`src/hw/rtl/rrts_pkg.sv`:
```
`default_nettype none

package rrts_pkg;

  typedef enum logic [1:0] {
    SLOT_FREE     = 2'd0,
    SLOT_RUNNING  = 2'd1,
    SLOT_RUNNABLE = 2'd2,
    SLOT_ZOMBIE   = 2'd3
  } slot_t;

  typedef enum logic [1:0] {
    REQ_CREATE = 2'd0,
    REQ_YIELD  = 2'd1,
    REQ_EXIT   = 2'd2,
    REQ_JOIN   = 2'd3
  } req_t;

  typedef enum logic [2:0] {
    RC_DONE   = 3'd0,
    RC_NOSLOT = 3'd1,
    RC_WAIT   = 3'd2,
    RC_FREE   = 3'd3,
    RC_HALTED = 3'd4
  } rc_t;

  typedef enum logic [1:0] {
    FSM_IDLE = 2'd0,
    FSM_EVAL = 2'd1,
    FSM_SCAN = 2'd2
  } fsm_t;

  typedef struct packed {
    logic latch;
    logic idle;
    logic mark_cur_runnable;
    logic mark_cur_zombie;
    logic harvest;
    logic scan_init;
    logic scan_from_zero;
    logic scan_step;
    logic claim;
    logic run_cand;
    logic set_halt;
    logic emit;
    rc_t  rc;
  } cmd_t;

  typedef struct packed {
    logic  halted;
    req_t  req;
    logic  tgt_in_range;
    slot_t tgt_state;
    logic  cand_free;
    logic  cand_runnable;
    logic  last;
  } stat_t;

endpackage

`default_nettype wire

```
`src/hw/rtl/rrts_ctrl.sv`:
```
`default_nettype none

module rrts_ctrl (
  input  logic          clk,
  input  logic          rst,
  input  logic          start,
  output logic          busy,
  input  rrts_pkg::stat_t stat,
  output rrts_pkg::cmd_t  cmd
);

  import rrts_pkg::*;

  fsm_t state;
  fsm_t state_next;

  always_ff @(posedge clk) begin
    if (rst) begin
      state <= FSM_IDLE;
    end else begin
      state <= state_next;
    end
  end

  always_comb begin
    cmd        = '0;
    cmd.rc     = RC_DONE;
    cmd.idle   = (state == FSM_IDLE);
    busy       = (state != FSM_IDLE);
    state_next = state;
    unique case (state)
      FSM_IDLE: begin
        if (start) begin
          cmd.latch  = 1'b1;
          state_next = FSM_EVAL;
        end
      end
      FSM_EVAL: begin
        if (stat.halted) begin
          cmd.emit   = 1'b1;
          cmd.rc     = RC_HALTED;
          state_next = FSM_IDLE;
        end else begin
          unique case (stat.req)
            REQ_CREATE: begin
              cmd.scan_init      = 1'b1;
              cmd.scan_from_zero = 1'b1;
              state_next         = FSM_SCAN;
            end
            REQ_YIELD: begin
              cmd.mark_cur_runnable = 1'b1;
              cmd.scan_init         = 1'b1;
              state_next            = FSM_SCAN;
            end
            REQ_EXIT: begin
              cmd.mark_cur_zombie = 1'b1;
              cmd.scan_init       = 1'b1;
              state_next          = FSM_SCAN;
            end
            REQ_JOIN: begin
              if (!stat.tgt_in_range || stat.tgt_state == SLOT_FREE) begin
                cmd.emit   = 1'b1;
                cmd.rc     = RC_FREE;
                state_next = FSM_IDLE;
              end else if (stat.tgt_state == SLOT_ZOMBIE) begin
                cmd.harvest = 1'b1;
                cmd.emit    = 1'b1;
                cmd.rc      = RC_DONE;
                state_next  = FSM_IDLE;
              end else begin
                cmd.mark_cur_runnable = 1'b1;
                cmd.scan_init         = 1'b1;
                state_next            = FSM_SCAN;
              end
            end
          endcase
        end
      end
      FSM_SCAN: begin
        if (stat.req == REQ_CREATE) begin
          if (stat.cand_free) begin
            cmd.claim  = 1'b1;
            cmd.emit   = 1'b1;
            cmd.rc     = RC_DONE;
            state_next = FSM_IDLE;
          end else if (stat.last) begin
            cmd.emit   = 1'b1;
            cmd.rc     = RC_NOSLOT;
            state_next = FSM_IDLE;
          end else begin
            cmd.scan_step = 1'b1;
          end
        end else begin
          cmd.rc = (stat.req == REQ_JOIN) ? RC_WAIT : RC_DONE;
          if (stat.cand_runnable) begin
            cmd.run_cand = 1'b1;
            cmd.emit     = 1'b1;
            state_next   = FSM_IDLE;
          end else if (stat.last) begin
            cmd.set_halt = 1'b1;
            cmd.emit     = 1'b1;
            if (stat.req == REQ_EXIT) begin
              cmd.rc = RC_HALTED;
            end
            state_next = FSM_IDLE;
          end else begin
            cmd.scan_step = 1'b1;
          end
        end
      end
      default: begin
        state_next = FSM_IDLE;
      end
    endcase
  end

  a_accept_busy: assert property (@(posedge clk) disable iff (rst)
    (start && !busy) |=> busy)
    else $error("accepted request did not raise busy");

  a_scan_after_eval: assert property (@(posedge clk) disable iff (rst)
    (state == FSM_SCAN) |-> (stat.req != REQ_JOIN || stat.tgt_in_range))
    else $error("join scan started on an out-of-range target");

  a_halted_short: assert property (@(posedge clk) disable iff (rst)
    (state == FSM_EVAL && stat.halted) |=> (state == FSM_IDLE))
    else $error("halted request did not finish at once");

endmodule

`default_nettype wire

```
`src/hw/rtl/rrts_dp.sv`:
```
`default_nettype none

module rrts_dp #(
  parameter int THREAD_SLOTS = 4
) (
  input  logic                 clk,
  input  logic                 rst,
  input  rrts_pkg::cmd_t       cmd,
  output rrts_pkg::stat_t      stat,
  input  logic [1:0]           req_type,
  input  logic signed [31:0]   exit_code,
  input  logic [1:0]           target_slot,
  output logic                 done,
  output logic [2:0]           result_code,
  output logic [1:0]           created_slot,
  output logic [1:0]           running_slot,
  output logic [1:0]           previous_slot,
  output logic                 switch_needed,
  output logic                 harvested_valid,
  output logic signed [31:0]   harvested_code
);

  import rrts_pkg::*;

  localparam int SW = (THREAD_SLOTS > 2) ? $clog2(THREAD_SLOTS) : 1;
  localparam logic [SW-1:0] LAST = SW'(THREAD_SLOTS - 1);

  slot_t       slot_state [THREAD_SLOTS];
  logic [31:0] exit_value [THREAD_SLOTS];
  logic [31:0] rd_data;
  logic [SW-1:0] cur;
  logic [SW-1:0] cand;
  logic [SW-1:0] cnt;
  logic [SW-1:0] created;
  logic [SW-1:0] prev;
  logic          halted_flag;
  req_t          req;
  logic [31:0]   code;
  logic [1:0]    tgt;

  logic [SW+1:0] tgt_ext;
  logic [SW+1:0] tin_ext;
  logic [SW-1:0] tgt_idx;
  logic [SW-1:0] rd_addr;
  logic [SW+1:0] cur_ext;
  logic [SW+1:0] created_ext;
  logic [SW+1:0] prev_ext;

  function automatic logic [SW-1:0] slot_inc(input logic [SW-1:0] x);
    slot_inc = (x == LAST) ? '0 : x + 1'b1;
  endfunction

  assign tgt_ext = {SW'(0), tgt};
  assign tin_ext = {SW'(0), target_slot};
  assign tgt_idx = tgt_ext[SW-1:0];
  assign rd_addr = tin_ext[SW-1:0];

  always_comb begin
    stat.halted        = halted_flag;
    stat.req           = req;
    stat.tgt_in_range  = (tgt_ext < (SW+2)'(THREAD_SLOTS));
    stat.tgt_state     = slot_state[tgt_idx];
    stat.cand_free     = (slot_state[cand] == SLOT_FREE);
    stat.cand_runnable = (slot_state[cand] == SLOT_RUNNABLE);
    stat.last          = (cnt == LAST);
  end

  always_ff @(posedge clk) begin
    if (cmd.latch) begin
      req  <= req_t'(req_type);
      code <= exit_code;
      tgt  <= target_slot;
    end
  end

  always_ff @(posedge clk) begin
    if (cmd.latch) begin
      rd_data <= exit_value[rd_addr];
    end
    if (cmd.mark_cur_zombie) begin
      exit_value[cur] <= code;
    end
  end

  always_ff @(posedge clk) begin
    if (rst) begin
      for (int i = 0; i < THREAD_SLOTS; i++) begin
        slot_state[i] <= (i == 0) ? SLOT_RUNNING : SLOT_FREE;
      end
    end else if (cmd.mark_cur_runnable) begin
      slot_state[cur] <= SLOT_RUNNABLE;
    end else if (cmd.mark_cur_zombie) begin
      slot_state[cur] <= SLOT_ZOMBIE;
    end else if (cmd.harvest) begin
      slot_state[tgt_idx] <= SLOT_FREE;
    end else if (cmd.claim) begin
      slot_state[cand] <= SLOT_RUNNABLE;
    end else if (cmd.run_cand) begin
      slot_state[cand] <= SLOT_RUNNING;
    end
  end

  always_ff @(posedge clk) begin
    if (cmd.scan_init) begin
      cand <= cmd.scan_from_zero ? '0 : slot_inc(cur);
      cnt  <= '0;
    end else if (cmd.scan_step) begin
      cand <= slot_inc(cand);
      cnt  <= cnt + 1'b1;
    end
  end

  always_ff @(posedge clk) begin
    if (rst) begin
      cur         <= '0;
      halted_flag <= 1'b0;
      done        <= 1'b0;
    end else begin
      done <= cmd.emit;
      if (cmd.run_cand && cand != cur) begin
        cur <= cand;
      end
      if (cmd.set_halt) begin
        halted_flag <= 1'b1;
      end
    end
  end

  always_ff @(posedge clk) begin
    if (cmd.latch) begin
      created         <= '0;
      prev            <= '0;
      switch_needed   <= 1'b0;
      harvested_valid <= 1'b0;
      harvested_code  <= '0;
    end else begin
      if (cmd.claim) begin
        created <= cand;
      end
      if (cmd.run_cand && cand != cur) begin
        prev          <= cur;
        switch_needed <= 1'b1;
      end
      if (cmd.harvest) begin
        harvested_valid <= 1'b1;
        harvested_code  <= rd_data;
      end
    end
    if (cmd.emit) begin
      result_code <= cmd.rc;
    end
  end

  assign cur_ext       = {2'b00, cur};
  assign created_ext   = {2'b00, created};
  assign prev_ext      = {2'b00, prev};
  assign running_slot  = cur_ext[1:0];
  assign created_slot  = created_ext[1:0];
  assign previous_slot = prev_ext[1:0];

  a_running_slot: assert property (@(posedge clk) disable iff (rst)
    (cmd.idle && !halted_flag) |-> (slot_state[cur] == SLOT_RUNNING))
    else $error("running slot not marked running while idle");

  a_switch_prev: assert property (@(posedge clk) disable iff (rst)
    (done && switch_needed) |-> (prev != cur))
    else $error("switch reported onto the same slot");

  a_harvest_done: assert property (@(posedge clk) disable iff (rst)
    (done && harvested_valid) |-> (result_code == RC_DONE && !switch_needed))
    else $error("harvest reported with a bad result code or a switch");

  a_halt_sticky: assert property (@(posedge clk) disable iff (rst)
    halted_flag |=> halted_flag)
    else $error("halted flag cleared");

endmodule

`default_nettype wire

```
`src/hw/rtl/round_robin_thread_scheduler_top.sv`:
```
`default_nettype none

// Round-robin thread scheduler. A request is taken when start is high and busy
// is low; its result appears for exactly one cycle with done high, and the
// receiver cannot hold it off. Busy stays high while a request is in work, so
// a new request is never taken before the last one finishes. A halted block,
// or a join that harvests or finds a free target, finishes without a scan; a
// create scans up from slot 0 for the lowest free slot, and a yield, exit or
// waiting join scans on from the slot after the running one for the next
// runnable slot, which may be the running slot itself, and halts if it finds
// none. The slot scan examines one slot a cycle. Exit values are undefined
// until an exit writes them; once no slot is runnable the block answers every
// request as halted until reset.
module round_robin_thread_scheduler_top #(
  parameter int THREAD_SLOTS = 4
) (
  input  logic                clk,
  input  logic                rst,
  input  logic                start,
  output logic                busy,
  input  logic [1:0]          req_type,
  input  logic signed [31:0]  exit_code,
  input  logic [1:0]          target_slot,
  output logic                done,
  output logic [2:0]          result_code,
  output logic [1:0]          created_slot,
  output logic [1:0]          running_slot,
  output logic [1:0]          previous_slot,
  output logic                switch_needed,
  output logic                harvested_valid,
  output logic signed [31:0]  harvested_code
);

  import rrts_pkg::*;

  cmd_t  cmd;
  stat_t stat;

  rrts_ctrl u_ctrl (
    .clk   (clk),
    .rst   (rst),
    .start (start),
    .busy  (busy),
    .stat  (stat),
    .cmd   (cmd)
  );

  rrts_dp #(
    .THREAD_SLOTS (THREAD_SLOTS)
  ) u_dp (
    .clk             (clk),
    .rst             (rst),
    .cmd             (cmd),
    .stat            (stat),
    .req_type        (req_type),
    .exit_code       (exit_code),
    .target_slot     (target_slot),
    .done            (done),
    .result_code     (result_code),
    .created_slot    (created_slot),
    .running_slot    (running_slot),
    .previous_slot   (previous_slot),
    .switch_needed   (switch_needed),
    .harvested_valid (harvested_valid),
    .harvested_code  (harvested_code)
  );

endmodule

`default_nettype wire

```
`config.mk`:
```
export PLATFORM = sky130hd
export DESIGN_NAME = round_robin_thread_scheduler_top
export DESIGN_NICKNAME = d
export VERILOG_FILES = /design/src/hw/rtl/rrts_pkg.sv /design/src/hw/rtl/rrts_ctrl.sv /design/src/hw/rtl/rrts_dp.sv /design/src/hw/rtl/round_robin_thread_scheduler_top.sv
export SDC_FILE = /design/constraint.sdc
export NUM_CORES = 1
export LEC_CHECK = 0
export ABC_AREA = 1
export BUFFER_PORTS_ARGS = -buffer_cell sky130_fd_sc_hd__buf_2
export CORE_UTILIZATION = 45
export DETAILED_ROUTE_END_ITERATION = 12
export PLACE_DENSITY = 0.64
export SKIP_LAST_GASP = 1
export SYNTH_ARGS = -nofsm -noshare
export SYNTH_HDL_FRONTEND = slang
export SYNTH_SLANG_ARGS = --single-unit
```
`constraint.sdc`:
```
create_clock -name clk -period 3.3 [get_ports clk]
set_input_delay 0.165 -clock clk [delete_from_list [all_inputs] [get_ports clk]]
set_output_delay 0.165 -clock clk [all_outputs]
set_load 0.03 [all_outputs]
```
==> reports/summary.log <==
qor: cells_and_area.final.fill_count 1768
qor: power.cellPowerDensity 617 nW/µm²
qor: global_routing.global_route.usage.total 17.6%
qor: setup_path.reg2reg_setup_slack 0.79 ns
qor: floorplan.placeableCoreArea 21100 µm²
qor: synth.synth_edf_count 209
qor: setup_path.cp.buffers_inverters 3
qor: min_path.min_delay_worst_endpoint u_dp.tgt[1]
qor: drt.wl_met1 8560 µm
qor: synth.ys.flop_type edfxtp_1
qor: global_routing.globalRouteOverflowTotal 0
qor: sta.hold-worst-slack 0.214 ns
qor: setup_path.cp_max_fo 5
qor: drt.first_pass_iters 6
qor: synth.synth_most_common_cell edfxtp_1
qor: synth.synth_largest_type_area_fraction 64.5%
qor: setup_path.worst_r2r_endpoint u_dp.slot_state[3][1]
qor: setup_path.cp.required 3.51 ns
qor: setup_path.cp-end-kind register
qor: drt.route.top_layer_used met4
qor: global_routing.maximum_number_of_pins_on_one_net_before_global_route_repair 66
qor: setup_path.worstSetupPathType reg -> reg
qor: synth.syn_avg_cell_area 12.7 µm²
qor: min_path.hold_path_class in -> reg
qor: cells_and_area.n_antenna_cell 0
qor: cts.htree_levels 1
qor: global_routing.via_count_of_the_first_global_routing_pass 5840
qor: drt.via_count 6044
qor: synth.number_of_register_bits_inferred_by_synthesis 259
qor: synth.synth-async-reset-ratio 0%
qor: synth.netlist_area 9730 µm²
qor: min_path.worst_hold_startpoint target_slot[1]
qor: min_path.worstHoldPathCells 2
qor: cells_and_area.final_util 55.4%
qor: run.timing.max_cap.violations 0
qor: setup_path.timing.critical_path.slowest_stage_cell dfxtp_1
qor: floorplan.io_pins 84
qor: drt.drtIter0Drc 437
qor: placement.quantity_of_i_o_buffers_inserted_on_ports 83
qor: setup_path.r2r.worst_path.cells 16
qor: floorplan.rows 53
qor: placement.hpwlAfterDp 11200 µm
qor: synth.synth_cells 768
qor: cts.clk_transition_reported_paths 0.06 ns
qor: cells_and_area.area_delta_synth_final 20.1%
qor: synth.yosys-top-cells-area edfxtp_1 (65%), dfxtp_1 (10%), nor2_1 (6.1%), o21ai_0 (5.3%), nand2_1 (2.6%)
qor: floorplan.start_util 46.1%
qor: cts.max-clock-path-buffers 3
qor: setup_path.critical_path.cell_chain inv_1 > nand2_1 > a32oi_1 > inv_1 > ha_1 > inv_1 > nand2_1 > nand3_2 > nand2_2 > nor2_4 > nand3_2 > nand2_4 > nand2_1 > nand2_1 > nand2_1 > nor2_1
qor: cts.tritoncts built
qor: sta.relSlewSlack 28.0%
qor: cells_and_area.fin_nets 950
qor: placement.place.gp.congestion 0.836
qor: sta.timing.clock.skew 0.0101 ns
qor: global_routing.grt_first_pass_wirelength 30300 µm
qor: outcome.status finished, final reports clean
qor: floorplan.dieHeight 149 µm
qor: power.worst_ir_drop_vdd 459 µV
qor: power.power.static_leakage 4.44 nW
qor: drt.met3WireLength 928 µm
qor: sta.finalSetupViolCount 0
qor: drt.postRouteAntennaNets 0
qor: synth.synth_cell_types 31
qor: synth.post-synth-top-area-cell edfxtp_1
qor: cells_and_area.multi_input_comb_area 2220 µm²
qor: synth.yosysSeqAreaShare 74.8%
qor: sta.totalNegativeSetupSlack 0 ns
qor: sta.max_clock_freq 0.398 GHz
qor: sta.measured_slew_at_the_worst_slew_check_pin 1.08 ns
qor: floorplan.dieWidth 149 µm
qor: synth.synth_commonest_cells edfxtp_1 (209), nor2_1 (157), o21ai_0 (103)
qor: cts.clk_root_buffer_cell clkbuf_16
qor: setup_path.timing.critical_path.max_delay_family simple AND/OR/NAND/NOR gates
qor: cts.numCtsBuffers 27
qor: sta.finalCriticalPeriod 2.51 ns
qor: cts.cts_resized 0
qor: setup_path.worst_setup_path_start_kind register
qor: setup_path.critical_path_s_largest_stage_delay 0.35 ns
qor: sta.setup_repair_after_global_routing_missed_its_margin no
qor: global_routing.grt_antenna_before_repair 0
qor: synth.synth-warning-count 0
qor: setup_path.cp_common_cell nand2_1
qor: sta.timing.final.crit_share 76.2%
qor: drt.routed_wire_length_per_instance 16.0 µm
qor: drt.met2_length 9310 µm
qor: drt.drt-vias-per-instance 5.06
qor: sta.timing.final.max_slew_violations 0
qor: setup_path.cp.arrival 2.73 ns
qor: drt.postRouteWirelength 19200 µm
qor: cells_and_area.layout-drive-gt1-share 17.9%
qor: synth.postSynthNetCount 819
qor: cts.clock_sink_count 259
qor: cells_and_area.seqCellArea 7280 µm²
qor: floorplan.die_area 22200 µm²
qor: drt.drt_drc_violations_left 0
qor: sta.timing.final.hold_violations 0
qor: cts.insertion_delay 0.53 ns
==> how the worst max path moves through the flow <==
stage                    start               endpoint  slack [ns]  cells after the start
6_report              register  u_dp.slot_state[3][1]        0.79                     16
5_1_grt               register  u_dp.slot_state[3][1]        0.53                     16
4_1_cts               register  u_dp.slot_state[3][1]        0.81                     16
3_5_place_dp          register  u_dp.slot_state[3][1]        0.82                     16
3_3_place_gp          register  u_dp.slot_state[3][0]        0.94                     16
2_1_floorplan  u_ctrl.state[1]  u_dp.exit_value[0][0]        0.56                      6
==> cells by family after synthesis <==
family	Yosys count	synth area share, %
simple gates	266	11.8
flops	259	74.8
compound gates	158	8.83
buf+inv	70	2.71
fa+ha+maj	12	1.54
xor+xnor	3	0.270
==> report_power, final <==
part           switching, W  total (W)  internal (W)
Sequential        0.0000979    0.00382       0.00372
Combinational      0.000417   0.000615      0.000198
Clock               0.00117    0.00278       0.00161
==> registers in the layout, indices dropped and copies added, names as in the netlist, 2 cells and up, named ones only <==
signal / flops
u_dp.previous_slot: 2
u_ctrl.state: 2
u_dp.req: 2
u_dp.harvested_code: 32
u_dp.rd_data: 32
u_dp.created_slot: 2
u_dp.cand: 2
u_dp.cnt: 2
u_dp.exit_value: 128
u_dp.running_slot: 2
u_dp.code: 32
u_dp.result_code: 3
u_dp.tgt: 2
u_dp.slot_state: 8
==> cells in the final DEF, fill, tap and decap left out, types with 2 or more instances in the layout <==
| cell | n |
|---|---|
| edfxtp_1 | 209 |
| nor2_1 | 153 |
| o21ai_0 | 103 |
| buf_2 | 83 |
| nand2_1 | 67 |
| dfxtp_1 | 50 |
| dlygate4sd3_1 | 37 |
| inv_1 | 34 |
| o22ai_1 | 32 |
| clkbuf_16 | 27 |
| nand3_1 | 15 |
| ha_1 | 12 |
| buf_4 | 12 |
| a21oi_1 | 11 |
| clkbuf_1 | 9 |
| nand2_2 | 8 |
| nor2_4 | 8 |
| clkinv_2 | 7 |
| inv_2 | 5 |
| nand3_2 | 4 |
| nand4_1 | 4 |
| clkinv_1 | 4 |
| nand2_4 | 3 |
| xor2_1 | 3 |
| a32oi_1 | 2 |
| o31ai_1 | 2 |
| o21ai_1 | 2 |
| a211oi_1 | 2 |
==> metal layers <==
metal	vias up	GRT usage, %
met5	-	0
met4	0	5.31
met3	28	3.03
met2	155	30.4
met1	2882	22.7
li1	2979	-
==> final cells by class <==
cell class | count | area share [%]
Tap cell | 275 | 2.95
Timing Repair Buffer | 132 | 7.50
Clock inverter | 13 | 0.782
Multi-Input combinational cell | 439 | 19.0
Sequential cell | 259 | 62.3
Clock buffer | 37 | 6.19
Inverter | 40 | 1.30
==> timing repair <==
| item | in CTS | in global routing |
|---|---|---|
| hold buffers | 37 | 0 |
| endpoints found under the hold margin | 39 | 0 |
| buffers inserted | 0 | 0 |
| endpoints found under the setup margin | 0 | 0 |
==> metrics by stage <==
step                instances  instance area (µm²)  setup slack, ns  total power [W]
floorplan                 768                 9730            0.564          0.00427
global placement         1108                10500            0.938          0.00446
detailed placement       1108                10500            0.824          0.00447
CTS                      1195                11700            0.807          0.00729
global route             1195                11700            0.526          0.00749
finish                   1195                11700            0.786          0.00721
==> worst reg2reg max path, delay by kind of cell, from the launching register on <==
family	cells	cell delay, ns
adders and majority gates	1	0.29
and+or+nand+nor	11	1.07
buffers and inverters	3	0.26
DFF	1	0.35
AOI/OAI and AO/OA	1	0.23
Note: power is estimated with default switching activity, not from simulation.
